`src/design/cdrl_pkg.sv`:
```
package cdrl_pkg;

    // Fixed formats of the restraint terms
    localparam int COORD_W  = 24;
    localparam int DIFF_W   = COORD_W + 1;
    localparam int SQ_W     = 2 * DIFF_W;
    localparam int TGT_W    = 16;
    localparam int WGT_W    = 16;
    localparam int RAD_W    = 31;
    localparam int ROOT_W   = 32;
    localparam int ERRSQ_W  = 2 * TGT_W;
    localparam int PROD_W   = ERRSQ_W + WGT_W;
    localparam int FRAC_CUT = 12;
    localparam int TERM_W   = PROD_W - FRAC_CUT;
    localparam int LOSS_W   = 64;

    // 10.0 angstrom in Q12, and its square in Q24
    localparam logic [TGT_W-1:0] CLAMP_Q12 = 16'd40960;
    localparam logic [SQ_W-1:0]  CLAMP_SQ  = 50'd1677721600;

    localparam int QUEUE_DEPTH = 2;

    // One classified term on its way from the front to the back
    typedef struct packed {
        logic [RAD_W-1:0] radicand;
        logic             clamp;
        logic [TGT_W-1:0] target;
        logic [WGT_W-1:0] weight;
        logic             last;
    } job_t;

endpackage

```
`src/design/clamped_distance_restraint_loss_unit.sv`:
```
// Clamped distance restraint loss unit.
// Input channel (in_valid / in_ready): one restraint term per word, a query
// point, a pocket atom, the pair's target distance, weight and last_term mark.
// Output channel (out_valid / out_ready): one total_loss word per term that
// carries last_term, holding the weighted sum of all terms since the previous
// one and saturating at all ones. Terms without the mark give no word.
// A front stage takes a word, squares the three axis differences on one
// shared multiplier and posts the result into a small queue, waiting while
// the queue is full; the back stage runs a 16-step square root, then error,
// square, weight multiply and accumulate, one term at a time. The back stage,
// above all its square root loop, sets the sustained term rate; the front
// takes a new word only after it has posted the last one.
// Reset clears the running sum, the queue and both stages. While out_ready
// is low a finished sum waits in the output register; the back stage stops
// only at the next last term, and the front keeps taking words until the
// queue fills.
module clamped_distance_restraint_loss_unit
#(
    parameter int QUEUE_DEPTH = cdrl_pkg::QUEUE_DEPTH
)
(
    input  logic                                  clk,
    input  logic                                  rst_n,
    input  logic                                  in_valid,
    output logic                                  in_ready,
    input  logic signed [cdrl_pkg::COORD_W-1:0]   query_x,
    input  logic signed [cdrl_pkg::COORD_W-1:0]   query_y,
    input  logic signed [cdrl_pkg::COORD_W-1:0]   query_z,
    input  logic signed [cdrl_pkg::COORD_W-1:0]   pocket_x,
    input  logic signed [cdrl_pkg::COORD_W-1:0]   pocket_y,
    input  logic signed [cdrl_pkg::COORD_W-1:0]   pocket_z,
    input  logic        [cdrl_pkg::TGT_W-1:0]     target_distance,
    input  logic        [cdrl_pkg::WGT_W-1:0]     weight,
    input  logic                                  last_term,
    output logic                                  out_valid,
    input  logic                                  out_ready,
    output logic        [cdrl_pkg::LOSS_W-1:0]    total_loss
);

    logic           q_push;
    logic           q_full;
    logic           q_pop;
    logic           q_empty;
    cdrl_pkg::job_t q_wdata;
    cdrl_pkg::job_t q_rdata;

    cdrl_front u_front
    (
        .clk             (clk),
        .rst_n           (rst_n),
        .in_valid        (in_valid),
        .in_ready        (in_ready),
        .query_x         (query_x),
        .query_y         (query_y),
        .query_z         (query_z),
        .pocket_x        (pocket_x),
        .pocket_y        (pocket_y),
        .pocket_z        (pocket_z),
        .target_distance (target_distance),
        .weight          (weight),
        .last_term       (last_term),
        .q_push          (q_push),
        .q_wdata         (q_wdata),
        .q_full          (q_full)
    );

    cdrl_queue
    #(
        .DEPTH (QUEUE_DEPTH)
    )
    u_queue
    (
        .clk   (clk),
        .rst_n (rst_n),
        .push  (q_push),
        .wdata (q_wdata),
        .full  (q_full),
        .pop   (q_pop),
        .rdata (q_rdata),
        .empty (q_empty)
    );

    cdrl_back u_back
    (
        .clk        (clk),
        .rst_n      (rst_n),
        .q_pop      (q_pop),
        .q_rdata    (q_rdata),
        .q_empty    (q_empty),
        .out_valid  (out_valid),
        .out_ready  (out_ready),
        .total_loss (total_loss)
    );

    a_no_push_when_full: assert property (@(posedge clk) disable iff (!rst_n)
        q_push |-> !q_full)
        else $error("front pushed into a full queue");

    a_no_pop_when_empty: assert property (@(posedge clk) disable iff (!rst_n)
        q_pop |-> !q_empty)
        else $error("back popped an empty queue");

    a_pop_needs_push: assert property (@(posedge clk) disable iff (!rst_n)
        q_empty && !q_push |=> !q_pop)
        else $error("back took a word that was never queued");

endmodule

```
`src/design/cdrl_front.sv`:
```
module cdrl_front
(
    input  logic                                  clk,
    input  logic                                  rst_n,
    input  logic                                  in_valid,
    output logic                                  in_ready,
    input  logic signed [cdrl_pkg::COORD_W-1:0]   query_x,
    input  logic signed [cdrl_pkg::COORD_W-1:0]   query_y,
    input  logic signed [cdrl_pkg::COORD_W-1:0]   query_z,
    input  logic signed [cdrl_pkg::COORD_W-1:0]   pocket_x,
    input  logic signed [cdrl_pkg::COORD_W-1:0]   pocket_y,
    input  logic signed [cdrl_pkg::COORD_W-1:0]   pocket_z,
    input  logic        [cdrl_pkg::TGT_W-1:0]     target_distance,
    input  logic        [cdrl_pkg::WGT_W-1:0]     weight,
    input  logic                                  last_term,
    output logic                                  q_push,
    output cdrl_pkg::job_t                        q_wdata,
    input  logic                                  q_full
);

    typedef enum logic [1:0] {F_IDLE, F_SQ, F_PUSH} state_t;

    localparam logic [1:0] AXIS_X = 2'd0;
    localparam logic [1:0] AXIS_Z = 2'd2;

    state_t                          state_reg;
    logic [cdrl_pkg::DIFF_W-1:0]     diff_reg [3];
    logic [1:0]                      axis_reg;
    logic [cdrl_pkg::SQ_W-1:0]       acc_reg;
    logic [cdrl_pkg::TGT_W-1:0]      target_reg;
    logic [cdrl_pkg::WGT_W-1:0]      weight_reg;
    logic                            last_reg;
    logic [cdrl_pkg::DIFF_W-1:0]     cur_diff;
    logic [cdrl_pkg::SQ_W-1:0]       cur_sq;

    function automatic logic [cdrl_pkg::DIFF_W-1:0] abs_diff(
        input logic [cdrl_pkg::COORD_W-1:0] a,
        input logic [cdrl_pkg::COORD_W-1:0] b
    );
        logic [cdrl_pkg::DIFF_W-1:0] d;
        d = {a[cdrl_pkg::COORD_W-1], a} - {b[cdrl_pkg::COORD_W-1], b};
        return d[cdrl_pkg::DIFF_W-1] ? (~d + 1'b1) : d;
    endfunction

    assign in_ready = (state_reg == F_IDLE);

    // One shared multiplier squares the three axes in turn
    assign cur_diff = diff_reg[axis_reg];
    assign cur_sq   = {{cdrl_pkg::DIFF_W{1'b0}}, cur_diff}
                    * {{cdrl_pkg::DIFF_W{1'b0}}, cur_diff};

    assign q_push            = (state_reg == F_PUSH) && !q_full;
    assign q_wdata.radicand  = acc_reg[cdrl_pkg::RAD_W-1:0];
    assign q_wdata.clamp     = (acc_reg >= cdrl_pkg::CLAMP_SQ);
    assign q_wdata.target    = target_reg;
    assign q_wdata.weight    = weight_reg;
    assign q_wdata.last      = last_reg;

    always_ff @(posedge clk or negedge rst_n)
    begin
        if (!rst_n)
        begin
            state_reg  <= F_IDLE;
            axis_reg   <= AXIS_X;
            acc_reg    <= '0;
            target_reg <= '0;
            weight_reg <= '0;
            last_reg   <= 1'b0;
            diff_reg   <= '{default: '0};
        end
        else
        begin
            case (state_reg)
                F_IDLE:
                begin
                    if (in_valid)
                    begin
                        diff_reg[0] <= abs_diff(query_x, pocket_x);
                        diff_reg[1] <= abs_diff(query_y, pocket_y);
                        diff_reg[2] <= abs_diff(query_z, pocket_z);
                        target_reg  <= target_distance;
                        weight_reg  <= weight;
                        last_reg    <= last_term;
                        acc_reg     <= '0;
                        axis_reg    <= AXIS_X;
                        state_reg   <= F_SQ;
                    end
                end
                F_SQ:
                begin
                    acc_reg <= acc_reg + cur_sq;
                    if (axis_reg == AXIS_Z)
                    begin
                        state_reg <= F_PUSH;
                    end
                    else
                    begin
                        axis_reg <= axis_reg + 2'd1;
                    end
                end
                F_PUSH:
                begin
                    // hold the word until the queue has room
                    if (!q_full)
                    begin
                        state_reg <= F_IDLE;
                    end
                end
                default:
                begin
                    state_reg <= F_IDLE;
                end
            endcase
        end
    end

endmodule

```
`src/design/cdrl_queue.sv`:
```
module cdrl_queue
#(
    parameter int DEPTH = cdrl_pkg::QUEUE_DEPTH
)
(
    input  logic           clk,
    input  logic           rst_n,
    input  logic           push,
    input  cdrl_pkg::job_t wdata,
    output logic           full,
    input  logic           pop,
    output cdrl_pkg::job_t rdata,
    output logic           empty
);

    localparam int PTR_W = $clog2(DEPTH);
    localparam int CNT_W = $clog2(DEPTH + 1);

    cdrl_pkg::job_t   mem [DEPTH];
    logic [PTR_W-1:0] wr_ptr_reg;
    logic [PTR_W-1:0] rd_ptr_reg;
    logic [CNT_W-1:0] count_reg;
    logic             do_push;
    logic             do_pop;

    assign full    = (count_reg == CNT_W'(DEPTH));
    assign empty   = (count_reg == '0);
    assign do_push = push && !full;
    assign do_pop  = pop && !empty;
    assign rdata   = mem[rd_ptr_reg];

    always_ff @(posedge clk)
    begin
        if (do_push)
        begin
            mem[wr_ptr_reg] <= wdata;
        end
    end

    always_ff @(posedge clk or negedge rst_n)
    begin
        if (!rst_n)
        begin
            wr_ptr_reg <= '0;
            rd_ptr_reg <= '0;
            count_reg  <= '0;
        end
        else
        begin
            if (do_push)
            begin
                wr_ptr_reg <= (wr_ptr_reg == PTR_W'(DEPTH - 1)) ? '0 : wr_ptr_reg + 1'b1;
            end
            if (do_pop)
            begin
                rd_ptr_reg <= (rd_ptr_reg == PTR_W'(DEPTH - 1)) ? '0 : rd_ptr_reg + 1'b1;
            end
            if (do_push && !do_pop)
            begin
                count_reg <= count_reg + 1'b1;
            end
            else if (do_pop && !do_push)
            begin
                count_reg <= count_reg - 1'b1;
            end
        end
    end

endmodule

```
`src/design/cdrl_back.sv`:
```
module cdrl_back
(
    input  logic                              clk,
    input  logic                              rst_n,
    output logic                              q_pop,
    input  cdrl_pkg::job_t                    q_rdata,
    input  logic                              q_empty,
    output logic                              out_valid,
    input  logic                              out_ready,
    output logic [cdrl_pkg::LOSS_W-1:0]       total_loss
);

    typedef enum logic [2:0] {B_IDLE, B_ROOT, B_ERR, B_SQR, B_MUL, B_ACC} state_t;

    localparam logic [cdrl_pkg::RAD_W-1:0] BIT_START =
        {1'b1, {(cdrl_pkg::RAD_W-1){1'b0}}};

    state_t                           state_reg;
    cdrl_pkg::job_t                   job_reg;
    logic [cdrl_pkg::RAD_W-1:0]       rem_reg;
    logic [cdrl_pkg::ROOT_W-1:0]      res_reg;
    logic [cdrl_pkg::RAD_W-1:0]       bit_reg;
    logic [cdrl_pkg::TGT_W-1:0]       err_reg;
    logic [cdrl_pkg::ERRSQ_W-1:0]     errsq_reg;
    logic [cdrl_pkg::TERM_W-1:0]      term_reg;
    logic [cdrl_pkg::LOSS_W-1:0]      loss_sum_reg;
    logic                             out_valid_reg;
    logic [cdrl_pkg::LOSS_W-1:0]      total_loss_reg;

    logic [cdrl_pkg::ROOT_W-1:0]      trial;
    logic                             take;
    logic [cdrl_pkg::TGT_W-1:0]       dist_q12;
    logic [cdrl_pkg::PROD_W-1:0]      prod;
    logic [cdrl_pkg::LOSS_W:0]        sum_wide;
    logic [cdrl_pkg::LOSS_W-1:0]      sum_sat;
    logic                             can_emit;
    logic                             emit;

    assign q_pop      = (state_reg == B_IDLE) && !q_empty;
    assign out_valid  = out_valid_reg;
    assign total_loss = total_loss_reg;

    // One root bit per step
    assign trial = res_reg + {1'b0, bit_reg};
    assign take  = ({1'b0, rem_reg} >= trial);

    assign dist_q12 = job_reg.clamp ? cdrl_pkg::CLAMP_Q12 : res_reg[cdrl_pkg::TGT_W-1:0];
    assign prod = {{cdrl_pkg::WGT_W{1'b0}}, errsq_reg}
                * {{cdrl_pkg::ERRSQ_W{1'b0}}, job_reg.weight};

    assign sum_wide = {1'b0, loss_sum_reg}
                    + {{(cdrl_pkg::LOSS_W + 1 - cdrl_pkg::TERM_W){1'b0}}, term_reg};
    assign sum_sat  = sum_wide[cdrl_pkg::LOSS_W] ? '1 : sum_wide[cdrl_pkg::LOSS_W-1:0];
    assign can_emit = !out_valid_reg || out_ready;
    assign emit     = (state_reg == B_ACC) && job_reg.last && can_emit;

    always_ff @(posedge clk or negedge rst_n)
    begin
        if (!rst_n)
        begin
            state_reg      <= B_IDLE;
            job_reg        <= '0;
            rem_reg        <= '0;
            res_reg        <= '0;
            bit_reg        <= '0;
            err_reg        <= '0;
            errsq_reg      <= '0;
            term_reg       <= '0;
            loss_sum_reg   <= '0;
            out_valid_reg  <= 1'b0;
            total_loss_reg <= '0;
        end
        else
        begin
            if (emit)
            begin
                out_valid_reg <= 1'b1;
            end
            else if (out_valid_reg && out_ready)
            begin
                out_valid_reg <= 1'b0;
            end
            case (state_reg)
                B_IDLE:
                begin
                    if (!q_empty)
                    begin
                        job_reg   <= q_rdata;
                        rem_reg   <= q_rdata.radicand;
                        res_reg   <= '0;
                        bit_reg   <= BIT_START;
                        state_reg <= B_ROOT;
                    end
                end
                B_ROOT:
                begin
                    if (take)
                    begin
                        rem_reg <= rem_reg - trial[cdrl_pkg::RAD_W-1:0];
                        res_reg <= (res_reg >> 1) + {1'b0, bit_reg};
                    end
                    else
                    begin
                        res_reg <= res_reg >> 1;
                    end
                    bit_reg <= bit_reg >> 2;
                    if (bit_reg[0])
                    begin
                        state_reg <= B_ERR;
                    end
                end
                B_ERR:
                begin
                    err_reg   <= (job_reg.target >= dist_q12) ? (job_reg.target - dist_q12)
                                                              : (dist_q12 - job_reg.target);
                    state_reg <= B_SQR;
                end
                B_SQR:
                begin
                    errsq_reg <= {{cdrl_pkg::TGT_W{1'b0}}, err_reg}
                               * {{cdrl_pkg::TGT_W{1'b0}}, err_reg};
                    state_reg <= B_MUL;
                end
                B_MUL:
                begin
                    term_reg  <= prod[cdrl_pkg::PROD_W-1:cdrl_pkg::FRAC_CUT];
                    state_reg <= B_ACC;
                end
                B_ACC:
                begin
                    if (!job_reg.last)
                    begin
                        loss_sum_reg <= sum_sat;
                        state_reg    <= B_IDLE;
                    end
                    else if (can_emit)
                    begin
                        // emit the closed sum and clear it
                        total_loss_reg <= sum_sat;
                        loss_sum_reg   <= '0;
                        state_reg      <= B_IDLE;
                    end
                end
                default:
                begin
                    state_reg <= B_IDLE;
                end
            endcase
        end
    end

endmodule
```
`config.mk`:
```
export PLATFORM = sky130hd
export DESIGN_NAME = clamped_distance_restraint_loss_unit
export DESIGN_NICKNAME = d
export VERILOG_FILES = /design/src/design/cdrl_pkg.sv /design/src/design/clamped_distance_restraint_loss_unit.sv /design/src/design/cdrl_front.sv /design/src/design/cdrl_queue.sv /design/src/design/cdrl_back.sv
export SDC_FILE = /design/constraint.sdc
export NUM_CORES = 2
export LEC_CHECK = 0
export BUFFER_PORTS_ARGS = -buffer_cell sky130_fd_sc_hd__clkbuf_2
export CORE_ASPECT_RATIO = 0.75
export CORE_MARGIN = 8
export CORE_UTILIZATION = 50
export DETAILED_ROUTE_END_ITERATION = 12
export GPL_ROUTABILITY_DRIVEN = 1
export GPL_TIMING_DRIVEN = 1
export PLACE_DENSITY = 0.72
export SYNTH_ARGS = -nofsm -noshare
export SYNTH_HDL_FRONTEND = slang
export SYNTH_SLANG_ARGS = --single-unit
```
`constraint.sdc`:
```
create_clock -name clk -period 9.5 [get_ports clk]
set_clock_uncertainty 0.05 [all_clocks]
set_input_delay 1.9 -clock clk [delete_from_list [all_inputs] [get_ports clk]]
set_output_delay 1.9 -clock clk [all_outputs]
set_load 0.01 [all_outputs]
```
After elaboration in Yosys (flattened, before gate mapping)
Memory sizes are Yosys's and may differ from the RTL's.
Cells that the tools add are included.
{"block": "word_totals", "output_inout_bits": 66, "input_bits": 181, "mem_count": 1, "latch_bits": 0, "reg_bits": 510, "ramBits": 130, "rom_bits": 0, "word_cells": 148}
{"block": "op_classes", "shift": 0, "eq_ne": 18, "bitwise_logic": 5, "multipliers": 3, "order_cmp": 4, "n_reduce_logical": 32, "n_mux": 41, "add_sub_neg": 18, "n_div": 0}
{"name": "u_queue.mem", "depth": 2, "word_bits": 65, "read_ports": 1, "rd_ports_with_merged_regs": 0, "wr": 1, "line_no": "cdrl_queue.sv:19", "source": "cdrl_pkg::job_t mem [DEPTH];"}
{"operator": "$mux 64", "count": 3}
{"operator": "$mux 25", "count": 5}
{"operator": "$pmux 31 s2", "count": 2}
{"operator": "$pmux 50 s2", "count": 1}
{"operator": "$mux 31", "count": 3}
{"operator": "$add 25x1->25 const B", "count": 3}
{"operator": "$not 25->25", "count": 3}
{"operator": "$sub 24x24->25", "count": 3}
{"operator": "$add 64x36->65", "count": 1}
{"operator": "$mux 32", "count": 2}
{"operator": "$pmux 32 s2", "count": 1}
{"operator": "$add 50x50->50", "count": 1}
{"operator": "$bmux 25 s2", "count": 1}
{"operator": "$ge 50x31->1 const B", "count": 1}
{"operator": "$mul 25x25->50", "count": 1}
{"operator": "$mux 50", "count": 1}
{"operator": "$mul 32x16->48", "count": 1}
{"operator": "$add 31x31->32", "count": 1}
{"operator": "$add 32x31->32", "count": 1}
{"operator": "$ge 31x32->1", "count": 1}
{"operator": "$mul 16x16->32", "count": 1}
{"operator": "$mux 16", "count": 2}
{"operator": "$sub 16x16->16", "count": 2}
{"operator": "$sub 31x31->31", "count": 1}
{"operator": "other kinds (29)", "count": 79}

Logic depth before layout (Yosys ltp)
{"block": "depth", "ltp_word": 8, "ltp_mapped": 36, "ltp_nobuf": 32}

Modules after synthesis
From an unflattened synthesis, not the netlist that was laid out.
{"block": "unflattened", "hier_cells": 8925, "hier_area_um2": 79561.3}
{"mod": "cdrl_back", "cells_per_inst": 4973, "n_inst": 1, "seq_area_each_um2": 8207.9, "area_each_um2": 43143.9}
{"mod": "cdrl_front", "cells_per_inst": 3731, "n_inst": 1, "seq_area_each_um2": 4053.9, "area_each_um2": 31368.8}
{"mod": "cdrl_queue", "cells_per_inst": 221, "n_inst": 1, "seq_area_each_um2": 4003.8, "area_each_um2": 5048.6}

Worst setup path after synthesis
Ideal clock, no wire load.
{"block": "synth_timing", "path_type": "reg2reg", "from": "register u_front.axis_reg[1]", "to": "register u_front.acc_reg[46] (netlist bit)", "required_ns": 9.317, "n_path_buf": 3, "setup_time_ns": 0.133, "arrival_time_ns": 8.377, "setup_slack_ns": 0.940, "synth_period_minus_slack_ns": 8.560, "stages_incl_launch_ff": 31, "path_cell_list": "dfrtp_1 -> clkbuf_1 -> clkbuf_1 -> mux2i_1 -> nor2_1 -> a21oi_1 -> clkinv_1 -> clkbuf_1 -> nand2_1 -> fa_1 -> fa_1 -> inv_1 -> fa_1 -> fa_1 -> fa_1 -> fa_1 -> inv_1 -> fa_1 -> inv_1 -> ha_1 -> a21o_1 -> a21oi_1 -> o21bai_1 -> a21o_1 -> a21oi_1 -> o21ai_0 -> a221o_1 -> a31o_2 -> a21oi_1 -> xor2_1 -> o21ai_0"}
{"block": "synth_via", "elab_chain_len": 7}
{"item": "start, declared", "line_no": "cdrl_front.sv:28", "source": "logic [1:0] axis_reg;"}
{"item": "start signal, assigned", "line_no": "cdrl_front.sv:98", "source": "axis_reg <= axis_reg + 2'd1;"}
{"item": "$not 2->3 (not written as such)", "line_no": "cdrl_front.sv:48", "source": "assign cur_diff = diff_reg[axis_reg];"}
{"item": "$bmux 25 s2", "line_no": "cdrl_front.sv:48"}
{"item": "$mux 25 (not written as such) (2 in a row)", "line_no": "cdrl_front.sv:48"}
{"item": "$mul 25x25->50", "line_no": "cdrl_front.sv:50", "source": "* {{cdrl_pkg::DIFF_W{1'b0}}, cur_diff};"}
{"item": "$add 50x50->50", "line_no": "cdrl_front.sv:91", "source": "acc_reg <= acc_reg + cur_sq;"}
{"item": "$pmux 50 s2", "line_no": "cdrl_front.sv:73", "source": "case (state_reg)"}
{"item": "end signal, assigned", "line_no": "cdrl_front.sv:91"}
{"item": "end, declared", "line_no": "cdrl_front.sv:29", "source": "logic [cdrl_pkg::SQ_W-1:0] acc_reg;"}
No other way between the ends. The select of a mux whose other input is x is not followed.
A chain may end at the register's enable or synchronous reset.

Worst setup path after layout
{"block": "layout_timing", "from": "register u_front.axis_reg[1]", "to": "register u_front.acc_reg[42] (netlist bit)"}
The elaborated chain is that of the path after synthesis.

==> results.sh <==
export IMPL_vias=59900
export IMPL_rows=125
export IMPL_layout_common_cells="inv_1, nand2_1, fa_1"
export IMPL_numClockSinks=624
export IMPL_clock_path_buffers=3
export IMPL_wl_per_cell_um=18.5
export IMPL_die_area_mm2=0.169
export IMPL_grt_first_pass_wirelength_mm=330
export IMPL_die_w_um=472
export IMPL_yosysSeqAreaShare=0.209
export IMPL_min_path_cells=0
export IMPL_timing_rr_start="u_front.axis_reg[1]$_DFFE_PN0P_"
export IMPL_synth_ff_type="dfrtp_1"
export IMPL_cp_arrival_ns=9.58
export IMPL_fin_nets=10700
export IMPL_critPathTopFamily="adder cells"
export IMPL_syn_area_mm2=0.0779
export IMPL_vias_per_cell=5.52
export IMPL_report_final_slew_viol_count=0
export IMPL_timing_fmax_mhz=110
export IMPL_die_y_um=358
export IMPL_setup_viol=0
export IMPL_core_area_mm2=0.155
export IMPL_clock_latency_ns=0.69
export IMPL_r2r_cells=31
export IMPL_antenna_left=0
export IMPL_grt_met3_usage=0.0411
export IMPL_io_pins=247
export IMPL_async_flop_share=0.792
export IMPL_yosysWarnings=0
export IMPL_critPathRequiredTime_ns=9.98
export IMPL_hold_violations=0
export IMPL_end_kind="flip-flop"
export IMPL_cts_buffers=72
export IMPL_drc=0
export IMPL_max_stage_delay_ns=0.56
export IMPL_start_util=0.503
export IMPL_rsz0062_at_grt="no"
export IMPL_use_met1=0.321
export IMPL_worstHoldStart="u_front.weight_reg[10]$_DFFE_PN0P_"
export IMPL_cts_tree="built"
export IMPL_drt_pass1_iter_count=6
export IMPL_grt_max_degree=166
export IMPL_syn_inst=8702
export IMPL_tns_ns=0
export IMPL_hold_class="reg -> reg"
export IMPL_clockRootBuffer="clkbuf_16"
export IMPL_crit_path_start_kind="flip-flop"
export IMPL_place_congestion=0.928
export IMPL_fill_cells=13800
export IMPL_grt_overflow_total=0
export IMPL_grt_usage=0.239
export IMPL_drt_wl_total_mm=201
export IMPL_drive_gt1_frac=0.0651
export IMPL_grt_use_met2=0.396
export IMPL_ff2ff_setup_slack_ns=0.40
export IMPL_cp_num_buf_inv=9
export IMPL_grt_pass1_vias=62700
export IMPL_antenna_found_initial=2
export IMPL_synth_area_per_cell_um2=8.95
export IMPL_slew_headroom=0.122
export IMPL_cap_violations=0
export IMPL_worstReg2RegEnd="u_front.acc_reg[42]$_DFFE_PN0P_"
export IMPL_place_detailed_hpwl_mm=159
export IMPL_cp_slowest_cell="dfrtp_4"
export IMPL_worst_hold_path_endpoint="u_queue.mem[0][11]$_DFFE_PP_"
export IMPL_htree_levels=3
export IMPL_largest_reg_flops=130
export IMPL_status="complete, no violations"
export IMPL_layout_commonest_cell="inv_1"
export IMPL_drt_iter0_markers=4535
export IMPL_fin_crit_ns=9.10
export IMPL_ys_types=100
export IMPL_path_class="reg -> reg"
export IMPL_tightest_slew_ns=1.32
export IMPL_ys_ff_latch=624
export IMPL_layout_worst_path_cycle_share=0.957
export IMPL_clkSlewWorstSetupHoldPaths_ns=0.07
export IMPL_worstPathMaxFanout=15
export IMPL_syn2layout_area_growth_pct=7.43
export IMPL_portBuffers=246
export IMPL_synth_edf_count=130
export IMPL_top_usage_layer="met2"
export IMPL_cp_common_cell="inv_1"
cells by family after synthesis:
logic type | count (synthesis) | synth area share
fa+ha+maj | 1710 | 0.381
other cells | 2 | 0.0000965
simple gates | 2428 | 0.138
xor+xnor | 397 | 0.0447
flops | 624 | 0.209
buf+inv | 1958 | 0.0951
mux | 122 | 0.0159
compound gates | 1461 | 0.116
per-layer routing:
layer	vias to the layer above	wire (um)	share of wire
li1	27700	-	-
met1	29800	86400	0.43
met2	1983	94700	0.47
met3	425	13300	0.066
met4	0	6970	0.035
met5	-	0	0
worst register-to-register path: cells and delay by family (launching register included):
family	cells	cell delay [ns]
AOI/OAI and AO/OA	8	1.84
xor gates and xnor gates	1	0.13
adders and majority gates	8	4.00
buffers and inverters	9	1.24
DFF	1	0.56
muxes	1	0.22
and+or+nand+nor	4	0.91
per-stage QoR:
step	util	setup WS, ns	area [um2]	hold WS (ns)	std cells
after global placement	0.525	0.380	81100	0.397	10700
after CTS	0.541	0.148	83600	0.421	10900
final	0.541	0.404	83600	0.422	10900
after global routing	0.541	0.0387	83600	0.431	10900
after floorplan	-	0.940	77900	0.392	8705
after detailed placement	0.525	0.196	81100	0.405	10700
cell usage after synthesis (all sizes together) (56+ instances only):
| cell | count | share of area |
|---|---|---|
| inv | 1586 | 0.076 |
| nand2 | 1246 | 0.060 |
| fa | 1102 | 0.28 |
| ha | 608 | 0.098 |
| o21ai | 543 | 0.035 |
| dfrtp | 494 | 0.16 |
| nor2 | 489 | 0.024 |
| clkbuf | 333 | 0.016 |
| a21oi | 326 | 0.021 |
| xnor2 | 223 | 0.025 |
| and2 | 213 | 0.017 |
| xor2 | 174 | 0.020 |
| a21o | 171 | 0.017 |
| edfxtp | 130 | 0.050 |
| nand3 | 114 | 0.0075 |
| mux2i | 107 | 0.014 |
| a31oi | 70 | 0.0056 |
| nor3 | 64 | 0.0042 |
| nor2b | 56 | 0.0045 |
layout make-up:
class / count / area (um2) / share of cell area
antenna: 1 / 2.50 / 0.0000299
clock buffer: 94 / 1940 / 0.0231
clock inverter: 39 / 537 / 0.00642
inverter: 1593 / 5980 / 0.0715
multi-input combinational: 6123 / 54300 / 0.649
sequential: 624 / 16300 / 0.195
tap: 2032 / 2540 / 0.0304
timing repair buffer: 356 / 2090 / 0.0250
how the worst max path moves through the flow:
stage	from	end	slack (ns)	cells past startpoint
after detailed placement	u_front.axis_reg[1]$_DFFE_PN0P_	u_front.acc_reg[49]$_DFFE_PN0P_	0.20	29
after global placement	u_front.axis_reg[1]$_DFFE_PN0P_	u_front.acc_reg[46]$_DFFE_PN0P_	0.38	30
after global routing	u_front.axis_reg[1]$_DFFE_PN0P_	u_front.acc_reg[42]$_DFFE_PN0P_	0.04	31
final	u_front.axis_reg[1]$_DFFE_PN0P_	u_front.acc_reg[42]$_DFFE_PN0P_	0.40	31
after CTS	u_front.axis_reg[1]$_DFFE_PN0P_	u_front.acc_reg[42]$_DFFE_PN0P_	0.15	28
after floorplan	u_front.axis_reg[1]$_DFFE_PN0P_	u_front.acc_reg[46]$_DFFE_PN0P_	0.94	30
what timing repair did:
action                                  4_1_cts  5_1_grt
resized for setup                             0        4
hold buffers                                  0        0
endpoints found under the setup margin        0       12
buffers inserted                              0        1
Power is left out: the tool's default activity adds up to more than one toggle a clock period on the data nets, which glitch-free logic cannot reach.
